<file path="src/hdl/kmwt_pkg.sv">
// ----------------------------------------------------------------------------
// k-way merge winner tree package
// port widths, bit positions and controller state codes
// ----------------------------------------------------------------------------
`default_nettype none

package kmwt_pkg;

    localparam int KEY_W       = 64;
    localparam int RUN_OUT_W   = 4;
    localparam int CFG_W       = 5;
    localparam int MIN_RUNS    = 2;
    localparam int OUT_TDATA_W = 72;
    localparam int OUT_PAD_W   = OUT_TDATA_W - KEY_W - RUN_OUT_W;
    localparam int USER_W      = 2;
    localparam int EMIT_BIT    = 0;
    localparam int DONE_BIT    = 1;

    localparam logic [CFG_W-1:0] RUN_COUNT_RST = 5'd16;

    typedef enum logic [2:0] {
        ST_IDLE  = 3'b001,
        ST_CLIMB = 3'b010,
        ST_HOLD  = 3'b100
    } state_t;

endpackage

`default_nettype wire

</file>
<file path="src/hdl/kmwt_tree_ram.sv">
// ----------------------------------------------------------------------------
// tree storage
// single write port, single read port, registered read data
// ----------------------------------------------------------------------------
`default_nettype none

module kmwt_tree_ram #(
    parameter int DEPTH  = 31,
    parameter int ADDR_W = 5,
    parameter int DATA_W = 68
) (
    input  wire logic              clk,
    input  wire logic              wr_en,
    input  wire logic [ADDR_W-1:0] wr_addr,
    input  wire logic [DATA_W-1:0] wr_data,
    input  wire logic [ADDR_W-1:0] rd_addr,
    output logic      [DATA_W-1:0] rd_data
);

    logic [DATA_W-1:0] mem [DEPTH];

    always_ff @(posedge clk)
    begin
        if (wr_en)
        begin
            mem[wr_addr] <= wr_data;
        end
        rd_data <= mem[rd_addr];
    end

endmodule

`default_nettype wire

</file>
<file path="src/hdl/k_way_merge_winner_tree_top.sv">
// ----------------------------------------------------------------------------
// k-way merge winner tree
// tournament tree merging sorted runs of keys, with duplicate flagging
// ----------------------------------------------------------------------------
// Merges up to MAX_RUNS sorted runs. The first run_count items (run_count
// clamped to MIN_RUNS..MAX_RUNS) load the head key of runs 0, 1, ... in order;
// the item that loads the last run yields the first result. Every later item
// refills the run named by the previous result's winner_run (set run_end when
// that run is exhausted). Each item writes its leaf and then climbs the leaf's
// path to the root, one tree level per cycle through a single-read-port tree
// memory; the path has ceil(log2(MAX_RUNS)) levels, or one less for some
// leaves when MAX_RUNS is not a power of two. A result
// waiting in the output register stalls the block only when the next result
// is ready. A done result (all runs exhausted) returns the block to loading,
// as does a write of run_count, which is taken only while the block is idle
// and holds no result. There is no clearing pass after reset.
// ----------------------------------------------------------------------------
`default_nettype none

module k_way_merge_winner_tree_top #(
    parameter int MAX_RUNS = 16,
    parameter int KEY_BITS = 64
) (
    input  wire logic                               clk,
    input  wire logic                               rst_n,
    // input items
    input  wire logic                               s_tvalid,
    output logic                                    s_tready,
    input  wire logic [kmwt_pkg::KEY_W-1:0]         s_tdata,   // key
    input  wire logic [0:0]                         s_tuser,   // run_end
    // result items
    output logic                                    m_tvalid,
    input  wire logic                               m_tready,
    output logic      [kmwt_pkg::OUT_TDATA_W-1:0]   m_tdata,   // winner_key, winner_run
    output logic      [kmwt_pkg::USER_W-1:0]        m_tuser,   // emit, done_res
    // run_count register
    input  wire logic                               cfg_valid,
    output logic                                    cfg_ready,
    input  wire logic [kmwt_pkg::CFG_W-1:0]         cfg_data
);

    import kmwt_pkg::*;

    localparam int NODES   = MAX_RUNS - 1;
    localparam int POS     = 2 * MAX_RUNS - 1;
    localparam int POS_W   = $clog2(POS);
    localparam int RUN_W   = $clog2(MAX_RUNS);
    localparam int NODE_IW = (NODES > 1) ? $clog2(NODES) : 1;
    localparam int CNT_W   = $clog2(MAX_RUNS + 1);
    localparam int CMP_W   = (CNT_W > CFG_W) ? CNT_W : CFG_W;
    localparam int ENT_W   = KEY_BITS + RUN_W;

    function automatic logic [POS_W-1:0] sib_of(input logic [POS_W-1:0] h);
        sib_of = h[0] ? h + POS_W'(1) : h - POS_W'(1);
    endfunction

    // control state
    state_t              state_reg,      state_next;
    logic [CFG_W-1:0]    run_count_reg,  run_count_next;
    logic [CNT_W-1:0]    load_cnt_reg,   load_cnt_next;
    logic [MAX_RUNS-1:0] leaf_live_reg,  leaf_live_next;
    logic [NODES-1:0]    node_live_reg,  node_live_next;
    logic                have_last_reg,  have_last_next;
    logic                cur_live_reg,   cur_live_next;
    logic [POS_W-1:0]    pos_reg,        pos_next;
    logic                want_res_reg,   want_res_next;
    logic                m_tvalid_reg,   m_tvalid_next;

    // payload
    logic [RUN_W-1:0]       cur_run_reg,   cur_run_next;
    logic [KEY_BITS-1:0]    cur_key_reg,   cur_key_next;
    logic [KEY_BITS-1:0]    last_key_reg,  last_key_next;
    logic [OUT_TDATA_W-1:0] out_tdata_reg, out_tdata_next;
    logic [USER_W-1:0]      out_tuser_reg, out_tuser_next;

    // tree memory ports
    logic             wr_en;
    logic [POS_W-1:0] wr_addr;
    logic [ENT_W-1:0] wr_data;
    logic [POS_W-1:0] rd_addr;
    logic [ENT_W-1:0] rd_data;

    logic                s_accept;
    logic                cfg_accept;
    logic                out_free;
    logic [CMP_W-1:0]    n_eff;
    logic                loading;
    logic [CNT_W-1:0]    load_inc;
    logic [RUN_W-1:0]    tgt;
    logic [POS_W-1:0]    leaf_pos;
    logic [KEY_BITS-1:0] key_in;
    logic [POS_W-1:0]    sib_pos;
    logic [RUN_W-1:0]    sib_leaf;
    logic                sib_live;
    logic [RUN_W-1:0]    rd_run;
    logic [KEY_BITS-1:0] rd_key;
    logic                cur_lt;
    logic                take_sib;
    logic                par_live;
    logic [RUN_W-1:0]    par_run;
    logic [KEY_BITS-1:0] par_key;
    logic [POS_W-1:0]    par_pos;
    logic                eq_cur;
    logic                eq_sib;

    logic                rep_en;
    logic                rep_live;
    logic [RUN_W-1:0]    rep_run;
    logic [KEY_BITS-1:0] rep_key;
    logic                rep_eq;
    logic                do_clear;

    kmwt_tree_ram #(
        .DEPTH  (POS),
        .ADDR_W (POS_W),
        .DATA_W (ENT_W)
    ) u_tree_ram (
        .clk     (clk),
        .wr_en   (wr_en),
        .wr_addr (wr_addr),
        .wr_data (wr_data),
        .rd_addr (rd_addr),
        .rd_data (rd_data)
    );

    assign cfg_ready  = (state_reg == ST_IDLE) && !m_tvalid_reg;
    assign s_tready   = (state_reg == ST_IDLE) && !cfg_valid;
    assign s_accept   = s_tvalid && s_tready;
    assign cfg_accept = cfg_valid && cfg_ready;
    assign out_free   = !m_tvalid_reg || m_tready;

    assign m_tvalid = m_tvalid_reg;
    assign m_tdata  = out_tdata_reg;
    assign m_tuser  = out_tuser_reg;

    // run count clamped to the supported range
    always_comb
    begin
        if (run_count_reg < CFG_W'(MIN_RUNS))
        begin
            n_eff = CMP_W'(MIN_RUNS);
        end
        else if (CMP_W'(run_count_reg) > CMP_W'(MAX_RUNS))
        begin
            n_eff = CMP_W'(MAX_RUNS);
        end
        else
        begin
            n_eff = CMP_W'(run_count_reg);
        end
    end

    assign loading  = CMP_W'(load_cnt_reg) < n_eff;
    assign load_inc = load_cnt_reg + CNT_W'(1);
    assign tgt      = loading ? load_cnt_reg[RUN_W-1:0] : cur_run_reg;
    assign leaf_pos = POS_W'(NODES) + POS_W'(tgt);
    assign key_in   = s_tdata[KEY_BITS-1:0];

    // one match of the climb: carried winner against the stored sibling
    assign sib_pos  = sib_of(pos_reg);
    assign sib_leaf = RUN_W'(sib_pos - POS_W'(NODES));
    assign sib_live = (sib_pos < POS_W'(NODES)) ? node_live_reg[sib_pos[NODE_IW-1:0]]
                                                : leaf_live_reg[sib_leaf];
    assign rd_run   = rd_data[ENT_W-1:KEY_BITS];
    assign rd_key   = rd_data[KEY_BITS-1:0];
    // runs below a node are distinct, so ties on key fall to the lower run
    assign cur_lt   = {cur_key_reg, cur_run_reg} < {rd_key, rd_run};
    assign take_sib = !(cur_live_reg && (!sib_live || cur_lt));
    assign par_live = cur_live_reg || sib_live;
    assign par_run  = take_sib ? rd_run : cur_run_reg;
    assign par_key  = take_sib ? rd_key : cur_key_reg;
    assign par_pos  = POS_W'((pos_reg - POS_W'(1)) >> 1);

    // dedup compares run beside the match and are selected afterwards
    assign eq_cur = (last_key_reg == cur_key_reg);
    assign eq_sib = (last_key_reg == rd_key);

    always_comb
    begin
        state_next     = state_reg;
        run_count_next = run_count_reg;
        load_cnt_next  = load_cnt_reg;
        leaf_live_next = leaf_live_reg;
        node_live_next = node_live_reg;
        have_last_next = have_last_reg;
        cur_live_next  = cur_live_reg;
        pos_next       = pos_reg;
        want_res_next  = want_res_reg;
        cur_run_next   = cur_run_reg;
        cur_key_next   = cur_key_reg;
        last_key_next  = last_key_reg;
        out_tdata_next = out_tdata_reg;
        out_tuser_next = out_tuser_reg;
        m_tvalid_next  = m_tvalid_reg && !m_tready;

        wr_en    = 1'b0;
        wr_addr  = leaf_pos;
        wr_data  = {tgt, key_in};
        rd_addr  = sib_of(leaf_pos);
        rep_en   = 1'b0;
        rep_live = cur_live_reg;
        rep_run  = cur_run_reg;
        rep_key  = cur_key_reg;
        rep_eq   = eq_cur;
        do_clear = 1'b0;

        case (state_reg)
            ST_IDLE:
            begin
                if (cfg_accept)
                begin
                    run_count_next = cfg_data;
                    do_clear       = 1'b1;
                end
                else if (s_accept)
                begin
                    want_res_next = 1'b1;
                    if (loading)
                    begin
                        load_cnt_next = load_inc;
                        want_res_next = (CMP_W'(load_inc) == n_eff);
                    end
                    if (!loading && !cur_live_reg)
                    begin
                        // nothing live at the root: report done straight away
                        state_next = ST_HOLD;
                    end
                    else
                    begin
                        wr_en               = 1'b1;
                        leaf_live_next[tgt] = !s_tuser[0];
                        cur_live_next       = !s_tuser[0];
                        cur_run_next        = tgt;
                        cur_key_next        = key_in;
                        pos_next            = leaf_pos;
                        state_next          = ST_CLIMB;
                    end
                end
            end

            ST_CLIMB:
            begin
                wr_en   = 1'b1;
                wr_addr = par_pos;
                wr_data = {par_run, par_key};
                rd_addr = sib_of(par_pos);
                node_live_next[par_pos[NODE_IW-1:0]] = par_live;
                cur_live_next = par_live;
                cur_run_next  = par_run;
                cur_key_next  = par_key;
                pos_next      = par_pos;
                if (par_pos == '0)
                begin
                    if (!want_res_reg)
                    begin
                        state_next = ST_IDLE;
                    end
                    else if (out_free)
                    begin
                        rep_en     = 1'b1;
                        rep_live   = par_live;
                        rep_run    = par_run;
                        rep_key    = par_key;
                        rep_eq     = take_sib ? eq_sib : eq_cur;
                        state_next = ST_IDLE;
                    end
                    else
                    begin
                        state_next = ST_HOLD;
                    end
                end
            end

            ST_HOLD:
            begin
                if (out_free)
                begin
                    rep_en     = 1'b1;
                    state_next = ST_IDLE;
                end
            end

            default:
            begin
                state_next = ST_IDLE;
            end
        endcase

        if (rep_en)
        begin
            m_tvalid_next = 1'b1;
            if (!rep_live)
            begin
                out_tdata_next           = '0;
                out_tuser_next           = '0;
                out_tuser_next[DONE_BIT] = 1'b1;
                do_clear                 = 1'b1;
            end
            else
            begin
                out_tdata_next = {OUT_PAD_W'(0), RUN_OUT_W'(rep_run), KEY_W'(rep_key)};
                out_tuser_next = '0;
                out_tuser_next[EMIT_BIT] = !(have_last_reg && rep_eq);
                last_key_next  = rep_key;
                have_last_next = 1'b1;
            end
        end

        if (do_clear)
        begin
            leaf_live_next = '0;
            node_live_next = '0;
            have_last_next = 1'b0;
            load_cnt_next  = '0;
            cur_live_next  = 1'b0;
        end
    end

    always_ff @(posedge clk or negedge rst_n)
    begin
        if (!rst_n)
        begin
            state_reg     <= ST_IDLE;
            run_count_reg <= RUN_COUNT_RST;
            load_cnt_reg  <= '0;
            leaf_live_reg <= '0;
            node_live_reg <= '0;
            have_last_reg <= 1'b0;
            cur_live_reg  <= 1'b0;
            pos_reg       <= '0;
            want_res_reg  <= 1'b0;
            m_tvalid_reg  <= 1'b0;
        end
        else
        begin
            state_reg     <= state_next;
            run_count_reg <= run_count_next;
            load_cnt_reg  <= load_cnt_next;
            leaf_live_reg <= leaf_live_next;
            node_live_reg <= node_live_next;
            have_last_reg <= have_last_next;
            cur_live_reg  <= cur_live_next;
            pos_reg       <= pos_next;
            want_res_reg  <= want_res_next;
            m_tvalid_reg  <= m_tvalid_next;
        end
    end

    always_ff @(posedge clk)
    begin
        cur_run_reg   <= cur_run_next;
        cur_key_reg   <= cur_key_next;
        last_key_reg  <= last_key_next;
        out_tdata_reg <= out_tdata_next;
        out_tuser_reg <= out_tuser_next;
    end

endmodule

`default_nettype wire

</file>
<file path="config.mk">
export PLATFORM = sky130hd
export DESIGN_NAME = k_way_merge_winner_tree_top
export DESIGN_NICKNAME = d
export VERILOG_FILES = /design/src/hdl/kmwt_pkg.sv /design/src/hdl/kmwt_tree_ram.sv /design/src/hdl/k_way_merge_winner_tree_top.sv
export SDC_FILE = /design/constraint.sdc
export NUM_CORES = 2
export LEC_CHECK = 0
export BUFFER_PORTS_ARGS = -buffer_cell sky130_fd_sc_hd__buf_2
export CAP_MARGIN = 10
export CORE_ASPECT_RATIO = 0.75
export CORE_MARGIN = 2
export CORE_UTILIZATION = 45
export DETAILED_ROUTE_END_ITERATION = 12
export REMOVE_ABC_BUFFERS = 1
export SLEW_MARGIN = 10
export SYNTH_ARGS = -nofsm -noshare
export SYNTH_HDL_FRONTEND = slang
export SYNTH_SLANG_ARGS = --single-unit
</file>
<file path="constraint.sdc">
create_clock -name clk -period 15.13 [get_ports clk]
set_input_delay 1.513 -clock clk [delete_from_list [all_inputs] [get_ports clk]]
set_output_delay 1.513 -clock clk [all_outputs]
set_load 0.03 [all_outputs]
</file>
=== Yosys cells after proc, flatten, opt, wreduce, memory -nomap -nowiden ===
Memory sizes are Yosys's and may differ from the RTL's. A register that Yosys moved wholly into a read port is not among the register bits.
Index checks and enable logic that the tools add are counted.
Widths: inputs -> output; s select.

* Input bits: 75
* Logic and storage cells: 190
* Bits in read-only memories: 0
* Bits in latches: 0
* Register bits after elaboration: 259
* Bits in writable memories: 2,108
* Memories kept: 1
* Output and inout port bits: 77

* $lt $le $gt $ge: 11
* Bitwise gates (word level): 1
* Mux-type cells: 96
* Shifts and indexed selects: 0
* Add/subtract/negate cells: 9
* Equality and inequality tests: 16
* Multiply operators: 0
* Divide/modulo/power cells: 0
* Reductions and logical operators: 39

{| class="wikitable"
|+ Memory list
! memory !! depth !! bits a word !! read ports !! clocked after memory_dff !! wr ports !! line !! source
|-
| u_tree_ram.mem || 31 || 68 || 1 || 1 || 1 || kmwt_tree_ram.sv:20 || <nowiki>logic [DATA_W-1:0] mem [DEPTH];</nowiki>
|}

{| class="wikitable"
|+ Operators by type and width
! cell !! count
|-
| $mux 64 || 8
|-
| $eq 64x64->1 || 2
|-
| $pmux 64 s2 || 1
|-
| $mux 16 || 5
|-
| $mux 5 || 15
|-
| $lt 68x68->1 || 1
|-
| $mux 68 || 1
|-
| $mux 4 || 9
|-
| $mux 1 || 35
|-
| $mux 15 || 2
|-
| $mux 3 || 7
|-
| $lt 4x5->1 const B || 4
|-
| $reduce_and 4->1 || 5
|-
| $bwmux 16 || 1
|-
| $add 5x1->5 const B || 3
|-
| $bwmux 15 || 1
|-
| $reduce_bool 2->1 || 7
|-
| $ne 2x2->1 const B || 6
|-
| $logic_and 1x1->1 || 10
|-
| $pmux 5 s2 || 1
|-
| $sub 5x1->5 const B || 2
|-
| $ne 3x3->1 const B || 3
|-
| $pmux 3 s3 || 1
|-
| $bmux 1 s4 || 2
|-
| 25 further kinds || 40
|}

=== Longest topological paths before layout ===
* Word-level depth: 17
* Gate-level depth with buffers: 24

=== By module ===
Synthesis repeated with hierarchy kept, for this count alone.

* Cells, all modules: 5,378
* Area total of the unflattened synthesis: 97,820.1 µm²

{| class="wikitable"
|+ Modules (own cells, without submodules)
! module !! times used !! sequential area each (µm²) !! cells an instance !! area each (µm²)
|-
| kmwt_tree_ram || 1 || 64,662.0 || 3,839 || 81,557.0
|-
| k_way_merge_winner_tree_top || 1 || 7,394.6 || 1,539 || 16,263.1
|}

=== Worst setup path before layout ===
OpenSTA, ideal clock, no wires.

* Kind: flip-flop to flip-flop
* Start point: reg pos_reg[0]
* End point: reg last_key_reg[0], enable pin
* Clock period less this slack: 7.546 ns
* Cell stages (with the launch flop): 15
* Setup slack: 7.584 ns
* Data arrival time: 6.981 ns
* Buffers on the path: 4
* Library setup time: 0.565 ns
* Cells stage by stage: dfrtp_1 > buf_6 > buf_6 > inv_1 > ha_1 > xor2_2 > inv_1 > nor3_1 > nor3_1 > o211ai_1 > o311ai_2 > o21ba_2 > buf_4 > clkbuf_1 > nor3_1

* Cells in the longest elaborated chain, start to end: 12
* Elaborated cells between the ends (all ways): 19
* Classes of those cells: 3 x add/sub; 1 x order compare; 12 x mux; 3 x reduce/logical

{| class="wikitable"
|+ RTL lines
! what !! line !! source
|-
| start, declared || k_way_merge_winner_tree_top.sv:65 || <nowiki>logic [POS_W-1:0] pos_reg, pos_next;</nowiki>
|-
| start signal, assigned || k_way_merge_winner_tree_top.sv:343 || <nowiki>pos_reg <= pos_next;</nowiki>
|-
| $sub 5x1->5 or $add 5x1->5 (tied branches) || k_way_merge_winner_tree_top.sv:54, k_way_merge_winner_tree_top.sv:172 ||
|-
| $mux 5 || k_way_merge_winner_tree_top.sv:54 || <nowiki>sib_of = h[0] ? h + POS_W'(1) : h - POS_W'(1);</nowiki>
|-
| $sub 4x4->4 || k_way_merge_winner_tree_top.sv:161 || <nowiki>assign sib_leaf = RUN_W'(sib_pos - POS_W'(NODES));</nowiki>
|-
| $bmux 1 s4 || k_way_merge_winner_tree_top.sv:163 || <nowiki>: leaf_live_reg[sib_leaf];</nowiki>
|-
| $mux 1 (not written as such) || k_way_merge_winner_tree_top.sv:163 ||
|-
| $mux 1 || k_way_merge_winner_tree_top.sv:162 || <nowiki>assign sib_live = (sib_pos < POS_W'(NODES)) ? node_live_reg[sib_pos[NODE_IW-1:0]]</nowiki>
|-
| $logic_or 1x1->1 || k_way_merge_winner_tree_top.sv:169 || <nowiki>assign par_live = cur_live_reg || sib_live;</nowiki>
|-
| $mux 1 || k_way_merge_winner_tree_top.sv:258 || <nowiki>else if (out_free)</nowiki>
|-
| $mux 1 || k_way_merge_winner_tree_top.sv:254 || <nowiki>if (!want_res_reg)</nowiki>
|-
| $mux 1 || k_way_merge_winner_tree_top.sv:252 || <nowiki>if (par_pos == '0)</nowiki>
|-
| $mux 1 || k_way_merge_winner_tree_top.sv:207 || <nowiki>case (state_reg)</nowiki>
|-
| $reduce_and 2->1 (no line) (*) || - ||
|-
| end signal, assigned || k_way_merge_winner_tree_top.sv:353 || <nowiki>last_key_reg <= last_key_next;</nowiki>
|-
| end, declared || k_way_merge_winner_tree_top.sv:72 || <nowiki>logic [KEY_BITS-1:0] last_key_reg, last_key_next;</nowiki>
|}

Every way passes the cells marked *; elsewhere a longest branch is shown, timed or not. The select of a mux whose other input is x is not followed.
A chain may end at the register's enable or synchronous reset.

=== Final worst setup path ===
* Start point: reg run_count_reg[4]
* End point: reg u_tree_ram.rd_data[52], read port of u_tree_ram.mem

* Cells in the longest elaborated chain, start to end: 9
* Elaborated cells between the ends (all ways): 11
* Classes of those cells: 3 x add/sub; 3 x order compare; 5 x mux

{| class="wikitable"
|+ RTL lines
! what !! line !! source
|-
| start, declared || k_way_merge_winner_tree_top.sv:59 || <nowiki>logic [CFG_W-1:0] run_count_reg, run_count_next;</nowiki>
|-
| start signal, assigned || k_way_merge_winner_tree_top.sv:337 || <nowiki>run_count_reg <= run_count_next;</nowiki>
|-
| $gt 5x5->1 || k_way_merge_winner_tree_top.sv:143 || <nowiki>else if (CMP_W'(run_count_reg) > CMP_W'(MAX_RUNS))</nowiki>
|-
| $mux 5 || k_way_merge_winner_tree_top.sv:143 ||
|-
| $mux 5 (*) || k_way_merge_winner_tree_top.sv:139 || <nowiki>if (run_count_reg < CFG_W'(MIN_RUNS))</nowiki>
|-
| $lt 5x5->1 (*) || k_way_merge_winner_tree_top.sv:153 || <nowiki>assign loading = CMP_W'(load_cnt_reg) < n_eff;</nowiki>
|-
| $mux 4 (*) || k_way_merge_winner_tree_top.sv:155 || <nowiki>assign tgt = loading ? load_cnt_reg[RUN_W-1:0] : cur_run_reg;</nowiki>
|-
| $add 4x4->5 (*) || k_way_merge_winner_tree_top.sv:156 || <nowiki>assign leaf_pos = POS_W'(NODES) + POS_W'(tgt);</nowiki>
|-
| $sub 5x1->5 or $add 5x1->5 (tied branches) || k_way_merge_winner_tree_top.sv:54 ||
|-
| $mux 5 (*) || k_way_merge_winner_tree_top.sv:54 ||
|-
| $mux 5 (*) || k_way_merge_winner_tree_top.sv:207 ||
|-
| end, declared || kmwt_tree_ram.sv:17 || <nowiki>output logic [DATA_W-1:0] rd_data</nowiki>
|}

Every way passes the cells marked *; elsewhere a longest branch is shown, timed or not.

==> results.toml <==
[finish]
area_delta_synth_final_pct = 12.6
drive_gt1_share_pct = 18.5
largest_register = "u_tree_ram.mem"
largest_register_ffs = 2108
nNetsFinal = 6399

[route]
vias = 58218
drcViolationCount = 0
avgViaCountPerCell = 6.22
finalWirelength_mm = 307
drt_iter0_drc = 8392
ant_nets = 0
wl_per_cell_um = 32.8
dr.pass1.iters = 6

[grt]
grt_pass1_wl_mm = 427
grt_usage_pct = 27.1
grt_max_degree = 123
grt_pass1_vias = 55221
overflow = 0
antenna_found_initial = 4

[critical_path]
r2r-end = "u_tree_ram.rd_data[52]$_DFF_P_"
cp-end-kind = "flip-flop"
critPathTopFamily = "buffers and inverters"
path_buf_inv = 5
cp_max_fo = 86
path_cells = "inv_1 -> o21ai_0 -> ha_1 -> nor2b_1 -> o2111a_1 -> or3_1 -> mux2i_1 -> ha_1 -> xnor2_1 -> ha_1 -> xor2_1 -> mux2_8 -> buf_4 -> buf_4 -> nand2_4 -> buf_12 -> buf_4 -> o22ai_1 -> nor3_1 -> o22ai_1 -> mux2_2 -> a211oi_1"
critPathRequiredTime_ps = 15890
max_stage_delay_ps = 640
rrSetupSlack_ps = 7030
worstSetupPathType = "flip-flop to flip-flop"
cp_slowest_cell = "buf_4"
reg2reg_from = "run_count_reg[4]$_DFFE_PN1P_"
cp-endpoint = "u_tree_ram.rd_data[52]$_DFF_P_"
cp-start-kind = "flip-flop"
cp-startpoint = "run_count_reg[4]$_DFFE_PN1P_"
cp_num_cells = 22
rr_worst_depth = 22
crit_arrival_ps = 8860

[timing]
clock.fmax_ghz = 0.123
tightest_slew_ps = 1280
drv_slew = 0
rsz0062_at_grt = "false"
fin_crit_ps = 8100
whs_ps = 517
setup_viol = 0
period_share_pct = 53.6
max-slew-margin-rel_pct = 14.9
fin_skew_ps = 58.5
hold_viol = 0

[placement]
dp_hpwl_mm = 164
portBuffers = 147
routabilityCongestion = 0.901

[worst_hold_path]
hold_depth = 2
hp-class = "flip-flop to flip-flop"

[clock_tree]
ctsHtreeMaxLevel = 4
clock_latency_ps = 900
postCtsHoldBufs = 0
clock_sinks = 2431
cts_max_path_buffers = 4
cts_resized = 0
clk_root_buffer_cell = "clkbuf_16"
clk_pin_slew_ps = 60
cts_tree = "built"
cts_setup_buffers = 0
cts_made_buffers = 231

[floorplan]
io_pins = 152
initial_utilization_pct = 45.3
dieArea_um2 = 223000
die_h_um = 409
rows = 148
fp.dieW_um = 544
core_area_um2 = 217000

[synth]
synthArstFlopShare_pct = 2.18
synthDistinctLibCells = 80
seq_area_frac_synth_pct = 73.2
synth_ff_type = "edfxtp_1"
synth-seq-cells = 2431
syn_avg_cell_area_um2 = 16.3
syn_area_um2 = 98500
synth_edf_count = 2310
ys_warn_count = 0
synth_cells = 6057

[run]
maxCapViolations = 0

[status]
status = "complete, no violations"
==> metrics by stage <==
stage / std cells / setup WS (ps) / setup TNS [ps] / utilization (%) / area [um2]
5_1_grt: 9353 / 6610 / 0 / 51.1 / 111000
3_5_place_dp: 8924 / 7180 / 0 / 47.5 / 103000
3_3_place_gp: 8924 / 7320 / 0 / 47.5 / 103000
6_report: 9357 / 7030 / 0 / 51.1 / 111000
2_1_floorplan: 5693 / -8510 / -3931660 / - / 96800
4_1_cts: 9350 / 7140 / 0 / 50.9 / 111000
==> cell usage in the layout (no fill, tap or decap), types with 39 or more instances in the layout <==
cell type  count
edfxtp_1    2310
o21ai_0       86
a311oi_1     109
nand4_1       39
a221o_1       50
o22ai_1      222
nand2_1      541
nand3_1      189
a211oi_1      77
clkbuf_1      53
mux2_2       159
xnor2_1      109
buf_4        151
dfrtp_1       51
inv_1         81
nor3_1       123
clkbuf_16    234
ha_1          89
nor2b_1       72
nor2_1       306
mux2i_1      292
buf_2        147
nor4_1        70
a21oi_1       73
mux2_4        64
mux4_2       193
dfxtp_1       68
==> worst min-delay path, cell delays in order, from the launching register on <==
cell and delay [ps]:
dfrtp_1 340, mux2i_1 70, nor2_1 80
==> worst min-delay path by stage <==
stage | slack, ps | endpoint | startpoint
after floorplan | 470 | leaf_live_reg[2]$_DFFE_PN0P_ | leaf_live_reg[2]$_DFFE_PN0P_
after global placement | 500 | node_live_reg[5]$_DFFE_PN0P_ | node_live_reg[5]$_DFFE_PN0P_
after detailed placement | 500 | run_count_reg[0]$_DFFE_PN0P_ | run_count_reg[0]$_DFFE_PN0P_
after CTS | 530 | run_count_reg[0]$_DFFE_PN0P_ | run_count_reg[0]$_DFFE_PN0P_
after global routing | 540 | run_count_reg[0]$_DFFE_PN0P_ | run_count_reg[0]$_DFFE_PN0P_
final | 520 | node_live_reg[1]$_DFFE_PN0P_ | node_live_reg[1]$_DFFE_PN0P_
==> layer usage <==
| metal | share of wire (%) | vias to the layer above | track usage, % | wire length (um) |
|---|---|---|---|---|
| met5 | 0 | - | 0 | 0 |
| met4 | 4.1 | 0 | 10.2 | 12700 |
| met3 | 10 | 529 | 4.94 | 31300 |
| met2 | 45 | 3416 | 40.6 | 137000 |
| met1 | 41 | 30223 | 39.6 | 126000 |
| li1 | - | 24050 | - | - |
==> synth_stat cells, drive strengths merged (7+ instances only) <==
cell type	count	share of area [%]
nand2b	9	0.057
dfrtp	51	1.3
nand4	39	0.25
o22ai	222	1.4
o31ai	11	0.084
o32ai	10	0.089
xor2	39	0.35
a211oi	77	0.59
nor4	70	0.44
buf	187	1.1
mux2i	296	3.0
and3	24	0.15
nor3	124	0.63
xnor2	109	0.97
clkbuf	180	0.69
a221o	50	0.51
edfxtp	2310	70
o21a	7	0.053
nor2	342	1.3
mux4	193	4.4
nand2	547	2.1
a31oi	9	0.057
ha	89	1.1
inv	82	0.31
a41oi	9	0.080
nand3	190	0.97
o21ai	89	0.46
a21o	11	0.084
mux2	225	2.8
a21oi	131	0.67
nor2b	72	0.46
a311oi	109	0.97
dfxtp	68	1.4
==> logic make-up after synthesis <==
kind of cell	synth area share (%)
other cells	0.00381
flops	73.2
simple gates	6.57
mux	10.2
compound gates	5.45
xor+xnor	1.37
fa+ha+maj	1.15
buf+inv	2.06
==> cell type report <==
type	count	area, um2
Antenna cell	5	12.5
Clock buffer	311	6380
Clock inverter	115	1130
Fill cell	17730	106000
Inverter	82	308
Multi-Input combinational cell	3180	25300
Sequential cell	2431	72100
Tap cell	2925	3660
Timing Repair Buffer	308	2060
Power is not shown: default switching activity piles up to over one toggle a cycle in this logic, so the estimate is an artifact.
